File: config.mk
export PLATFORM = sky130hd
export DESIGN_NAME = i2c_stuck_bus_recovery_flat
export DESIGN_NICKNAME = d
export VERILOG_FILES = /design/src/rtl/i2csbr_pkg.sv /design/src/rtl/i2csbr_if.sv /design/src/rtl/i2csbr_cfg.sv /design/src/rtl/i2csbr_core.sv /design/src/rtl/i2c_stuck_bus_recovery.sv /design/src/flat_wrapper.sv
export SDC_FILE = /design/constraint.sdc
export NUM_CORES = 1
export LEC_CHECK = 0
export ABC_AREA = 1
export BUFFER_PORTS_ARGS = -buffer_cell sky130_fd_sc_hd__buf_2
export CORE_ASPECT_RATIO = 1.1
export CORE_MARGIN = 3
export CORE_UTILIZATION = 50
export CTS_CLUSTER_DIAMETER = 50
export DETAILED_ROUTE_END_ITERATION = 12
export GPL_ROUTABILITY_DRIVEN = 0
export PLACE_DENSITY = 0.79
export SLEW_MARGIN = 5
export SYNTH_ARGS = -nofsm -noshare
export SYNTH_HDL_FRONTEND = slang
export SYNTH_HIERARCHICAL = 1
export SYNTH_SLANG_ARGS = --single-unit
File: constraint.sdc
create_clock -name clk -period 4.3 [get_ports clk]
set_input_delay 0.43 -clock clk [delete_from_list [all_inputs] [get_ports clk]]
set_output_delay 0.43 -clock clk [all_outputs]
set_load 0.05 [all_outputs]
File: src/rtl/i2csbr_pkg.sv
`timescale 1ns / 1ps
// ----------------------------------------------------------------------------
// i2csbr_pkg
// Types, register indexes and defaults shared by the stuck-bus recovery block
// ----------------------------------------------------------------------------
package i2csbr_pkg;

	localparam int CFG_IDX_W  = 2;
	localparam int CFG_DATA_W = 32;
	localparam int PULSE_W    = 4;

	localparam int MAX_PULSES_DEF  = 9;
	localparam int COUNT_WIDTH_DEF = 32;

	localparam logic [CFG_IDX_W-1:0] REG_CHECK_INTERVAL  = 2'd0;
	localparam logic [CFG_IDX_W-1:0] REG_STUCK_THRESHOLD = 2'd1;
	localparam logic [CFG_IDX_W-1:0] REG_BUS_PRESENT     = 2'd2;

	localparam logic [31:0] CHECK_INTERVAL_RST  = 32'd60000;
	localparam logic [31:0] STUCK_THRESHOLD_RST = 32'd300000;
	localparam logic        BUS_PRESENT_RST     = 1'b1;

	typedef struct packed {
		logic [31:0] check_interval;
		logic [31:0] stuck_threshold;
		logic        bus_present;
	} cfg_t;

	typedef struct packed {
		logic scl_release;
		logic sda_release;
		logic controller_detached;
		logic recovered;
	} result_t;

endpackage

File: src/rtl/i2csbr_if.sv
`timescale 1ns / 1ps
// ----------------------------------------------------------------------------
// i2csbr_if
// Valid/ready channels for line samples and recovery results
// ----------------------------------------------------------------------------
interface i2csbr_in_if;
	logic valid;
	logic ready;
	logic sda_level;
	logic scl_level;

	modport source (output valid, output sda_level, output scl_level, input ready);
	modport sink (input valid, input sda_level, input scl_level, output ready);
endinterface

interface i2csbr_out_if;
	logic valid;
	logic ready;
	logic scl_release;
	logic sda_release;
	logic controller_detached;
	logic recovered;

	modport source (output valid, output scl_release, output sda_release,
		output controller_detached, output recovered, input ready);
	modport sink (input valid, input scl_release, input sda_release,
		input controller_detached, input recovered, output ready);
endinterface

File: src/rtl/i2csbr_cfg.sv
`timescale 1ns / 1ps
// ----------------------------------------------------------------------------
// i2csbr_cfg
// Configuration register file, write only
// ----------------------------------------------------------------------------
module i2csbr_cfg (
	input  logic                             clk,
	input  logic                             arst_n,
	input  logic                             cfg_we,
	input  logic [i2csbr_pkg::CFG_IDX_W-1:0]  cfg_index,
	input  logic [i2csbr_pkg::CFG_DATA_W-1:0] cfg_data,
	output i2csbr_pkg::cfg_t                 cfg
);

	i2csbr_pkg::cfg_t cfg_q;

	always_ff @(posedge clk or negedge arst_n) begin
		if (!arst_n) begin
			cfg_q.check_interval  <= i2csbr_pkg::CHECK_INTERVAL_RST;
			cfg_q.stuck_threshold <= i2csbr_pkg::STUCK_THRESHOLD_RST;
			cfg_q.bus_present     <= i2csbr_pkg::BUS_PRESENT_RST;
		end else if (cfg_we) begin
			case (cfg_index)
				i2csbr_pkg::REG_CHECK_INTERVAL:  cfg_q.check_interval  <= cfg_data;
				i2csbr_pkg::REG_STUCK_THRESHOLD: cfg_q.stuck_threshold <= cfg_data;
				i2csbr_pkg::REG_BUS_PRESENT:     cfg_q.bus_present     <= cfg_data[0];
				default: begin
				end
			endcase
		end
	end

	assign cfg = cfg_q;

endmodule

File: src/rtl/i2csbr_core.sv
`timescale 1ns / 1ps
// ----------------------------------------------------------------------------
// i2csbr_core
// Low-age tracking, stuck detection and clock-pulse bus-clear sequencer
// ----------------------------------------------------------------------------
module i2csbr_core #(
	parameter int MAX_PULSES  = i2csbr_pkg::MAX_PULSES_DEF,
	parameter int COUNT_WIDTH = i2csbr_pkg::COUNT_WIDTH_DEF
) (
	input  logic                 clk,
	input  logic                 arst_n,
	input  logic                 step,
	input  logic                 sda_level,
	input  logic                 scl_level,
	input  i2csbr_pkg::cfg_t     cfg,
	output i2csbr_pkg::result_t  result
);

	localparam int CMP_W = (COUNT_WIDTH > 32) ? COUNT_WIDTH : 32;
	localparam int PW    = i2csbr_pkg::PULSE_W;

	localparam logic [2:0] PH_MONITOR    = 3'd0;
	localparam logic [2:0] PH_DECIDE     = 3'd1;
	localparam logic [2:0] PH_PULSE_HIGH = 3'd2;
	localparam logic [2:0] PH_STOP_HOLD  = 3'd3;
	localparam logic [2:0] PH_STOP_RISE  = 3'd4;

	logic [2:0]             phase_q, phase_n;
	logic [COUNT_WIDTH-1:0] interval_q, interval_n;
	logic                   sda_seen_q, sda_seen_n;
	logic [COUNT_WIDTH-1:0] sda_age_q, sda_age_n;
	logic                   scl_seen_q, scl_seen_n;
	logic [COUNT_WIDTH-1:0] scl_age_q, scl_age_n;
	logic [PW-1:0]          pulse_q, pulse_n;
	logic                   stuck;

	function automatic logic [COUNT_WIDTH-1:0] sat_inc(input logic [COUNT_WIDTH-1:0] v);
		return (&v) ? v : v + 1'b1;
	endfunction

	always_comb begin
		interval_n = sat_inc(interval_q);
		sda_seen_n = sda_seen_q;
		scl_seen_n = scl_seen_q;
		sda_age_n  = sda_seen_q ? sat_inc(sda_age_q) : sda_age_q;
		scl_age_n  = scl_seen_q ? sat_inc(scl_age_q) : scl_age_q;
		pulse_n    = pulse_q;
		phase_n    = phase_q;
		stuck      = 1'b0;
		result     = '{scl_release: 1'b1, sda_release: 1'b1,
			controller_detached: 1'b0, recovered: 1'b0};

		case (phase_q)
			PH_DECIDE: begin
				result.controller_detached = 1'b1;
				if (!sda_level && (pulse_q < PW'(MAX_PULSES))) begin
					pulse_n            = pulse_q + 1'b1;
					phase_n            = PH_PULSE_HIGH;
					result.scl_release = 1'b0;
				end else begin
					phase_n            = PH_STOP_HOLD;
					result.sda_release = 1'b0;
				end
			end
			PH_PULSE_HIGH: begin
				phase_n                    = PH_DECIDE;
				result.controller_detached = 1'b1;
			end
			PH_STOP_HOLD: begin
				phase_n                    = PH_STOP_RISE;
				result.controller_detached = 1'b1;
				result.sda_release         = 1'b0;
			end
			PH_STOP_RISE: begin
				phase_n                    = PH_MONITOR;
				sda_seen_n                 = 1'b0;
				sda_age_n                  = '0;
				scl_seen_n                 = 1'b0;
				scl_age_n                  = '0;
				pulse_n                    = '0;
				result.controller_detached = 1'b1;
				result.recovered           = 1'b1;
			end
			default: begin
				phase_n = PH_MONITOR;
				// check falls due once the interval count reaches the register
				if (cfg.bus_present &&
					(CMP_W'(interval_n) >= CMP_W'(cfg.check_interval))) begin
					interval_n = '0;
					if (!sda_level) begin
						if (!sda_seen_q) begin
							sda_seen_n = 1'b1;
							sda_age_n  = '0;
						end
					end else begin
						sda_seen_n = 1'b0;
						sda_age_n  = '0;
					end
					if (!scl_level) begin
						if (!scl_seen_q) begin
							scl_seen_n = 1'b1;
							scl_age_n  = '0;
						end
					end else begin
						scl_seen_n = 1'b0;
						scl_age_n  = '0;
					end
					stuck = (sda_seen_n &&
						(CMP_W'(sda_age_n) > CMP_W'(cfg.stuck_threshold))) ||
						(scl_seen_n &&
						(CMP_W'(scl_age_n) > CMP_W'(cfg.stuck_threshold)));
					if (stuck) begin
						pulse_n                    = '0;
						phase_n                    = PH_DECIDE;
						result.controller_detached = 1'b1;
					end
				end
			end
		endcase
	end

	always_ff @(posedge clk or negedge arst_n) begin
		if (!arst_n) begin
			phase_q    <= PH_MONITOR;
			interval_q <= '0;
			sda_seen_q <= 1'b0;
			sda_age_q  <= '0;
			scl_seen_q <= 1'b0;
			scl_age_q  <= '0;
			pulse_q    <= '0;
		end else if (step) begin
			phase_q    <= phase_n;
			interval_q <= interval_n;
			sda_seen_q <= sda_seen_n;
			sda_age_q  <= sda_age_n;
			scl_seen_q <= scl_seen_n;
			scl_age_q  <= scl_age_n;
			pulse_q    <= pulse_n;
		end
	end

endmodule

File: src/rtl/i2c_stuck_bus_recovery.sv
`timescale 1ns / 1ps
// a result beat is offered from the result register once its sample has passed the input register
// throughput: one sample beat per cycle while the result channel is not stalled, with the state update
// between the input register and the result register
// a stalled result register holds its beat while one more sample waits in the input register
// reset: asynchronous, active low; registers return to defaults, monitoring, counters zero
// ----------------------------------------------------------------------------
// i2c_stuck_bus_recovery
// I2C stuck-bus watchdog with clock-pulse bus-clear recovery and manual STOP
// ----------------------------------------------------------------------------
module i2c_stuck_bus_recovery #(
	parameter int MAX_PULSES  = i2csbr_pkg::MAX_PULSES_DEF,
	parameter int COUNT_WIDTH = i2csbr_pkg::COUNT_WIDTH_DEF
) (
	input  logic                              clk,
	input  logic                              arst_n,
	i2csbr_in_if.sink                         in_bus,
	i2csbr_out_if.source                      out_bus,
	input  logic                              cfg_we,
	input  logic [i2csbr_pkg::CFG_IDX_W-1:0]  cfg_index,
	input  logic [i2csbr_pkg::CFG_DATA_W-1:0] cfg_data
);

	i2csbr_pkg::cfg_t    cfg;
	i2csbr_pkg::result_t result;
	i2csbr_pkg::result_t res_q;

	logic valid_s1, sda_s1, scl_s1;
	logic out_valid_q;
	logic advance, step;

	assign advance      = !out_valid_q || out_bus.ready;
	assign step         = valid_s1 && advance;
	assign in_bus.ready = !valid_s1 || advance;

	i2csbr_cfg u_cfg (
		.clk       (clk),
		.arst_n    (arst_n),
		.cfg_we    (cfg_we),
		.cfg_index (cfg_index),
		.cfg_data  (cfg_data),
		.cfg       (cfg)
	);

	i2csbr_core #(
		.MAX_PULSES  (MAX_PULSES),
		.COUNT_WIDTH (COUNT_WIDTH)
	) u_core (
		.clk       (clk),
		.arst_n    (arst_n),
		.step      (step),
		.sda_level (sda_s1),
		.scl_level (scl_s1),
		.cfg       (cfg),
		.result    (result)
	);

	// input register
	always_ff @(posedge clk or negedge arst_n) begin
		if (!arst_n) begin
			valid_s1 <= 1'b0;
		end else if (in_bus.ready) begin
			valid_s1 <= in_bus.valid;
		end
	end

	always_ff @(posedge clk) begin
		if (in_bus.ready && in_bus.valid) begin
			sda_s1 <= in_bus.sda_level;
			scl_s1 <= in_bus.scl_level;
		end
	end

	// result register
	always_ff @(posedge clk or negedge arst_n) begin
		if (!arst_n) begin
			out_valid_q <= 1'b0;
		end else if (advance) begin
			out_valid_q <= valid_s1;
		end
	end

	always_ff @(posedge clk) begin
		if (step) begin
			res_q <= result;
		end
	end

	assign out_bus.valid               = out_valid_q;
	assign out_bus.scl_release         = res_q.scl_release;
	assign out_bus.sda_release         = res_q.sda_release;
	assign out_bus.controller_detached = res_q.controller_detached;
	assign out_bus.recovered           = res_q.recovered;

endmodule

File: src/flat_wrapper.sv
// flat-port wrapper written by rule: the top's interface ports become plain ports
module i2c_stuck_bus_recovery_flat 
#(
	parameter int MAX_PULSES  = i2csbr_pkg::MAX_PULSES_DEF,
	parameter int COUNT_WIDTH = i2csbr_pkg::COUNT_WIDTH_DEF
)
  (clk, arst_n, cfg_we, cfg_index, cfg_data, in_bus_valid, in_bus_sda_level, in_bus_scl_level, in_bus_ready, out_bus_valid, out_bus_scl_release, out_bus_sda_release, out_bus_controller_detached, out_bus_recovered, out_bus_ready);
  i2csbr_in_if in_bus_i ();
  i2csbr_out_if out_bus_i ();
  input  logic clk;
  input  logic arst_n;
  input  logic cfg_we;
  input  logic [i2csbr_pkg::CFG_IDX_W-1:0] cfg_index;
  input  logic [i2csbr_pkg::CFG_DATA_W-1:0] cfg_data;
  input wire logic [$bits(in_bus_i.valid)-1:0] in_bus_valid;
  input wire logic [$bits(in_bus_i.sda_level)-1:0] in_bus_sda_level;
  input wire logic [$bits(in_bus_i.scl_level)-1:0] in_bus_scl_level;
  output wire logic [$bits(in_bus_i.ready)-1:0] in_bus_ready;
  output wire logic [$bits(out_bus_i.valid)-1:0] out_bus_valid;
  output wire logic [$bits(out_bus_i.scl_release)-1:0] out_bus_scl_release;
  output wire logic [$bits(out_bus_i.sda_release)-1:0] out_bus_sda_release;
  output wire logic [$bits(out_bus_i.controller_detached)-1:0] out_bus_controller_detached;
  output wire logic [$bits(out_bus_i.recovered)-1:0] out_bus_recovered;
  input wire logic [$bits(out_bus_i.ready)-1:0] out_bus_ready;
  assign in_bus_i.valid = in_bus_valid;
  assign in_bus_i.sda_level = in_bus_sda_level;
  assign in_bus_i.scl_level = in_bus_scl_level;
  assign in_bus_ready = in_bus_i.ready;
  assign out_bus_valid = out_bus_i.valid;
  assign out_bus_scl_release = out_bus_i.scl_release;
  assign out_bus_sda_release = out_bus_i.sda_release;
  assign out_bus_controller_detached = out_bus_i.controller_detached;
  assign out_bus_recovered = out_bus_i.recovered;
  assign out_bus_i.ready = out_bus_ready;
  i2c_stuck_bus_recovery #(.MAX_PULSES(MAX_PULSES), .COUNT_WIDTH(COUNT_WIDTH)) u_core (.clk(clk), .arst_n(arst_n), .in_bus(in_bus_i), .out_bus(out_bus_i), .cfg_we(cfg_we), .cfg_index(cfg_index), .cfg_data(cfg_data));
endmodule
==> impl_results.md <==
* Fin cells at approximately 2100
* Worst Clk Skew at between 0.015 and 0.02 ns
* Pwr/cell area at around 330 mW/mm^2
* Ys Warns at 6
* I/O Buffers at 46
* Largest net degree at the start of global routing at between 90 and 100
* Synth Area per Inst at 7.145 um^2
* Hold Vio Cnt, Final at 0
* DRT Pass-1 Iters at 9
* Worst Hold Class: in2async
* Peak VDD IR at between 0.2 and 0.25 mV
* Row count at 60
* Synthesized cell area at roughly 0.013 mm^2
* Reg clk slew, reported paths at ~0.07 ns
* Synth cell types at 36
* Setup TNS at 0 ns
* Via count at 11884
* Type of the worst setup path: reg2reg
* Startpoint types: flip-flop
* Pleak at 6.349 nW
* Register bit total from synthesis at approximately 180
* Detail Placement HPWL at approximately 25000 um
* Post-Place Worst Slack at 0.2318 ns
* Starting Density at around half
* Slew at the pin closest to its max-slew limit at 1.163 ns
* Routed vias/inst at 5.670
* Number of global-route vias before repair at approximately 11000
* # diodes at 0
* Synth area leaders: dfrtp_1 31%, nand2_1 15%, ha_1 10%
* CTS Buf Count at 17
* IO Pins at 47
* Yosys top cell by area: dfrtp_1
* Max Buffers Root-to-Sink at 2
* Final core occ at between 50% and 60%
* Antenna violations before repair at 0
* RSZ-0062 raised after global routing: false
* Final Critical Period at between 3 and 4 ns
* Total track usage at between 20% and 30%
* Die width at between 150 and 200 um
* Layout cells sized above 1 at ~7.7%
* First-pass GRT wire length at approximately 55000 um
* Die area at 0.02703 mm^2
* Die height at 172.1 um
* Layout area overhead at 8.396%
* Placed Area at between 0.01 and 0.015 mm^2
* Routed wire per std cell at approximately 16 um
* Skew-Pair Late Insertion Delay at 0.44 ns
* Post-synth top area share at a little under a third
* Mapped Cells at ~1800
* Syn_nets at 1898
* Slew HR at between 20 and 25%
* Layout Nets at roughly 1900
* Outcome: complete, no violations
* Cells after DPL at around 2100
* CTS root buf: clkbuf_16
* Worst Path Required at approximately 4.6 ns
* Post-route ant nets at 0
* Slew Limit Fails at 0
* Tcrit/Tclk final at between 90% and 100%
* CTS Sinks at around 180
* CTS H-tree depth at 4
* TritonCTS clock tree: done
* Fmax at about 250 MHz
* Max-cap violations at 0
* Post-route setup slack at ~0.31 ns
* Core Box Area at between 0.02 and 0.025 mm^2
* Sequential area share after synthesis at 35.90%
* Final instance area at ~0.014 mm^2
* Crit path capture type: flip-flop
* Worst EP arrival at roughly 4.3 ns
* Total Routed Length at approximately 34000 um
* DRC Markers at 0
* Gr ovfl total at 0
* Starting DRT DRC Count at 1186
* Final setup fails at 0
* Worst Path Max Fanout at 10
-- metal layers --
layer | global-route usage, % | part of all wire [%]
met5 | 0 | 0
met4 | 9.170 | 3.4
met3 | 3.279 | 6.7
met2 | 43.61 | 49
met1 | 33.38 | 41
-- Yosys cell counts (all sizes together) --
cell type	count
o21ai	122
nand4	60
xnor2	16
nor2	189
dfrtp	156
dfstp	16
nand3b	1
edfxtp	6
xor2	64
nand3	128
mux2i	1
o21a	6
a21o	4
nor4	6
inv	196
o21bai	3
and2	3
nand2	502
a31oi	1
a21oi	57
nor3	57
buf	26
clkbuf	35
ha	101
-- timing repair --
action / 4_1_cts / 5_1_grt
setup buffers: 0 / 0
setup endpoints to repair: 0 / 6
hold buffers: 0 / 0
gates resized for setup: 0 / 3
-- path summary, 6_finish.rpt --
kind | start | to | slack [ns] | depth (start not counted)
worst max-delay path | u_core/u_core/sda_age_q[1] | u_core/u_core/pulse_q[2] | 0.31 | 27
worst min-delay path | arst_n | u_core/u_cfg/cfg[11] | 0.11 | 1
worst max register to register | u_core/u_core/sda_age_q[1] | u_core/u_core/pulse_q[2] | 0.31 | 27
worst min register to register | u_core/u_cfg/cfg[13] | u_core/u_cfg/cfg[13] | 0.46 | 2
max in group asynchronous | arst_n | u_core/u_cfg/cfg[19] | 3.21 | 2
min in group clk | in_bus_scl_level | u_core/scl_s1 | 0.16 | 1
-- layout by cell type (no fill, tap or decap), types with 2 or more instances in the layout --
master / count
a21o_1: 4
a21oi_1: 55
and2_1: 3
buf_2: 45
buf_4: 12
clkbuf_16: 17
clkinv_2: 4
clkinv_4: 2
dfrtp_1: 156
dfstp_2: 16
edfxtp_1: 6
ha_1: 101
inv_1: 192
inv_2: 3
inv_6: 5
nand2_1: 496
nand2_2: 4
nand2_4: 2
nand3_1: 123
nand3_2: 5
nand4_1: 60
nor2_1: 181
nor2_2: 6
nor2_4: 2
nor3_1: 51
nor3_2: 6
nor4_1: 5
o21a_1: 6
o21ai_0: 112
o21ai_1: 10
o21bai_1: 3
xnor2_1: 16
xor2_1: 64
-- layout make-up --
cell class,count,area (um^2)
Inverter,196,740.7
Fill cell,2251,10950
Timing Repair Buffer,59,346.6
Tap cell,310,387.9
Clock inverter,14,127.6
Sequential cell,178,4504
Clock buffer,18,429.2
Multi-Input combinational cell,1321,7064
-- worst max-delay path, cell delays in order, from the launching register on --
cell	delay, ns
dfrtp_1	0.37
ha_1	0.15
inv_1	0.06
nor2_2	0.21
nand2_2	0.13
inv_2	0.06
and2_1	0.31
nand3_2	0.14
nand2_4	0.17
inv_6	0.09
nand2_2	0.14
o21bai_1	0.08
nand2_1	0.08
nor2_1	0.05
ha_1	0.29
nand2_1	0.06
nor2_1	0.20
nand2_1	0.13
nor4_1	0.37
nand2_1	0.11
nand2_1	0.07
nand2_1	0.05
nand2_1	0.05
nand2_1	0.09
nand2_1	0.14
nand2_1	0.12
nand2_1	0.10
nand2_1	0.05
-- power breakdown --
part	total [mW]	internal (mW)	leakage (nW)	switching, mW
sequential	2.00	1.88	2.31	0.127
combinational	1.01	0.306	3.76	0.704
clock	1.52	0.807	0.277	0.712
total	4.53	2.99	6.35	1.54
-- registers in the layout, indices dropped and copies added (netlist names), 3 cells and up --
signal                    count
u_core/u_core/scl_age_q      32
u_core/u_core/interval_q     32
u_core/u_cfg/cfg             65
u_core/u_core/sda_age_q      32
u_core/u_core/pulse_q         4
u_core/u_core/phase_q         3
-- per-stage QoR --
stage | power, mW | hold WS (ns)
after global placement | 2.987 | 0.4530
after global routing | 4.804 | 0.1633
final | 4.531 | 0.1122
after CTS | 4.548 | 0.1590
after detailed placement | 3.026 | 0.4542
after floorplan | 2.702 | 0.1344
-- cells by family after synthesis --
family / Yosys count / share of synthesized area [%]
compound gates: 193 / 7.998
xor+xnor: 80 / 5.584
fa+ha+maj: 101 / 10.07
buf+inv: 257 / 7.998
flops: 178 / 35.90
mux: 1 / 0.07978
simple gates: 946 / 32.37
No activity file was read; power rests on OpenSTA's default activity.
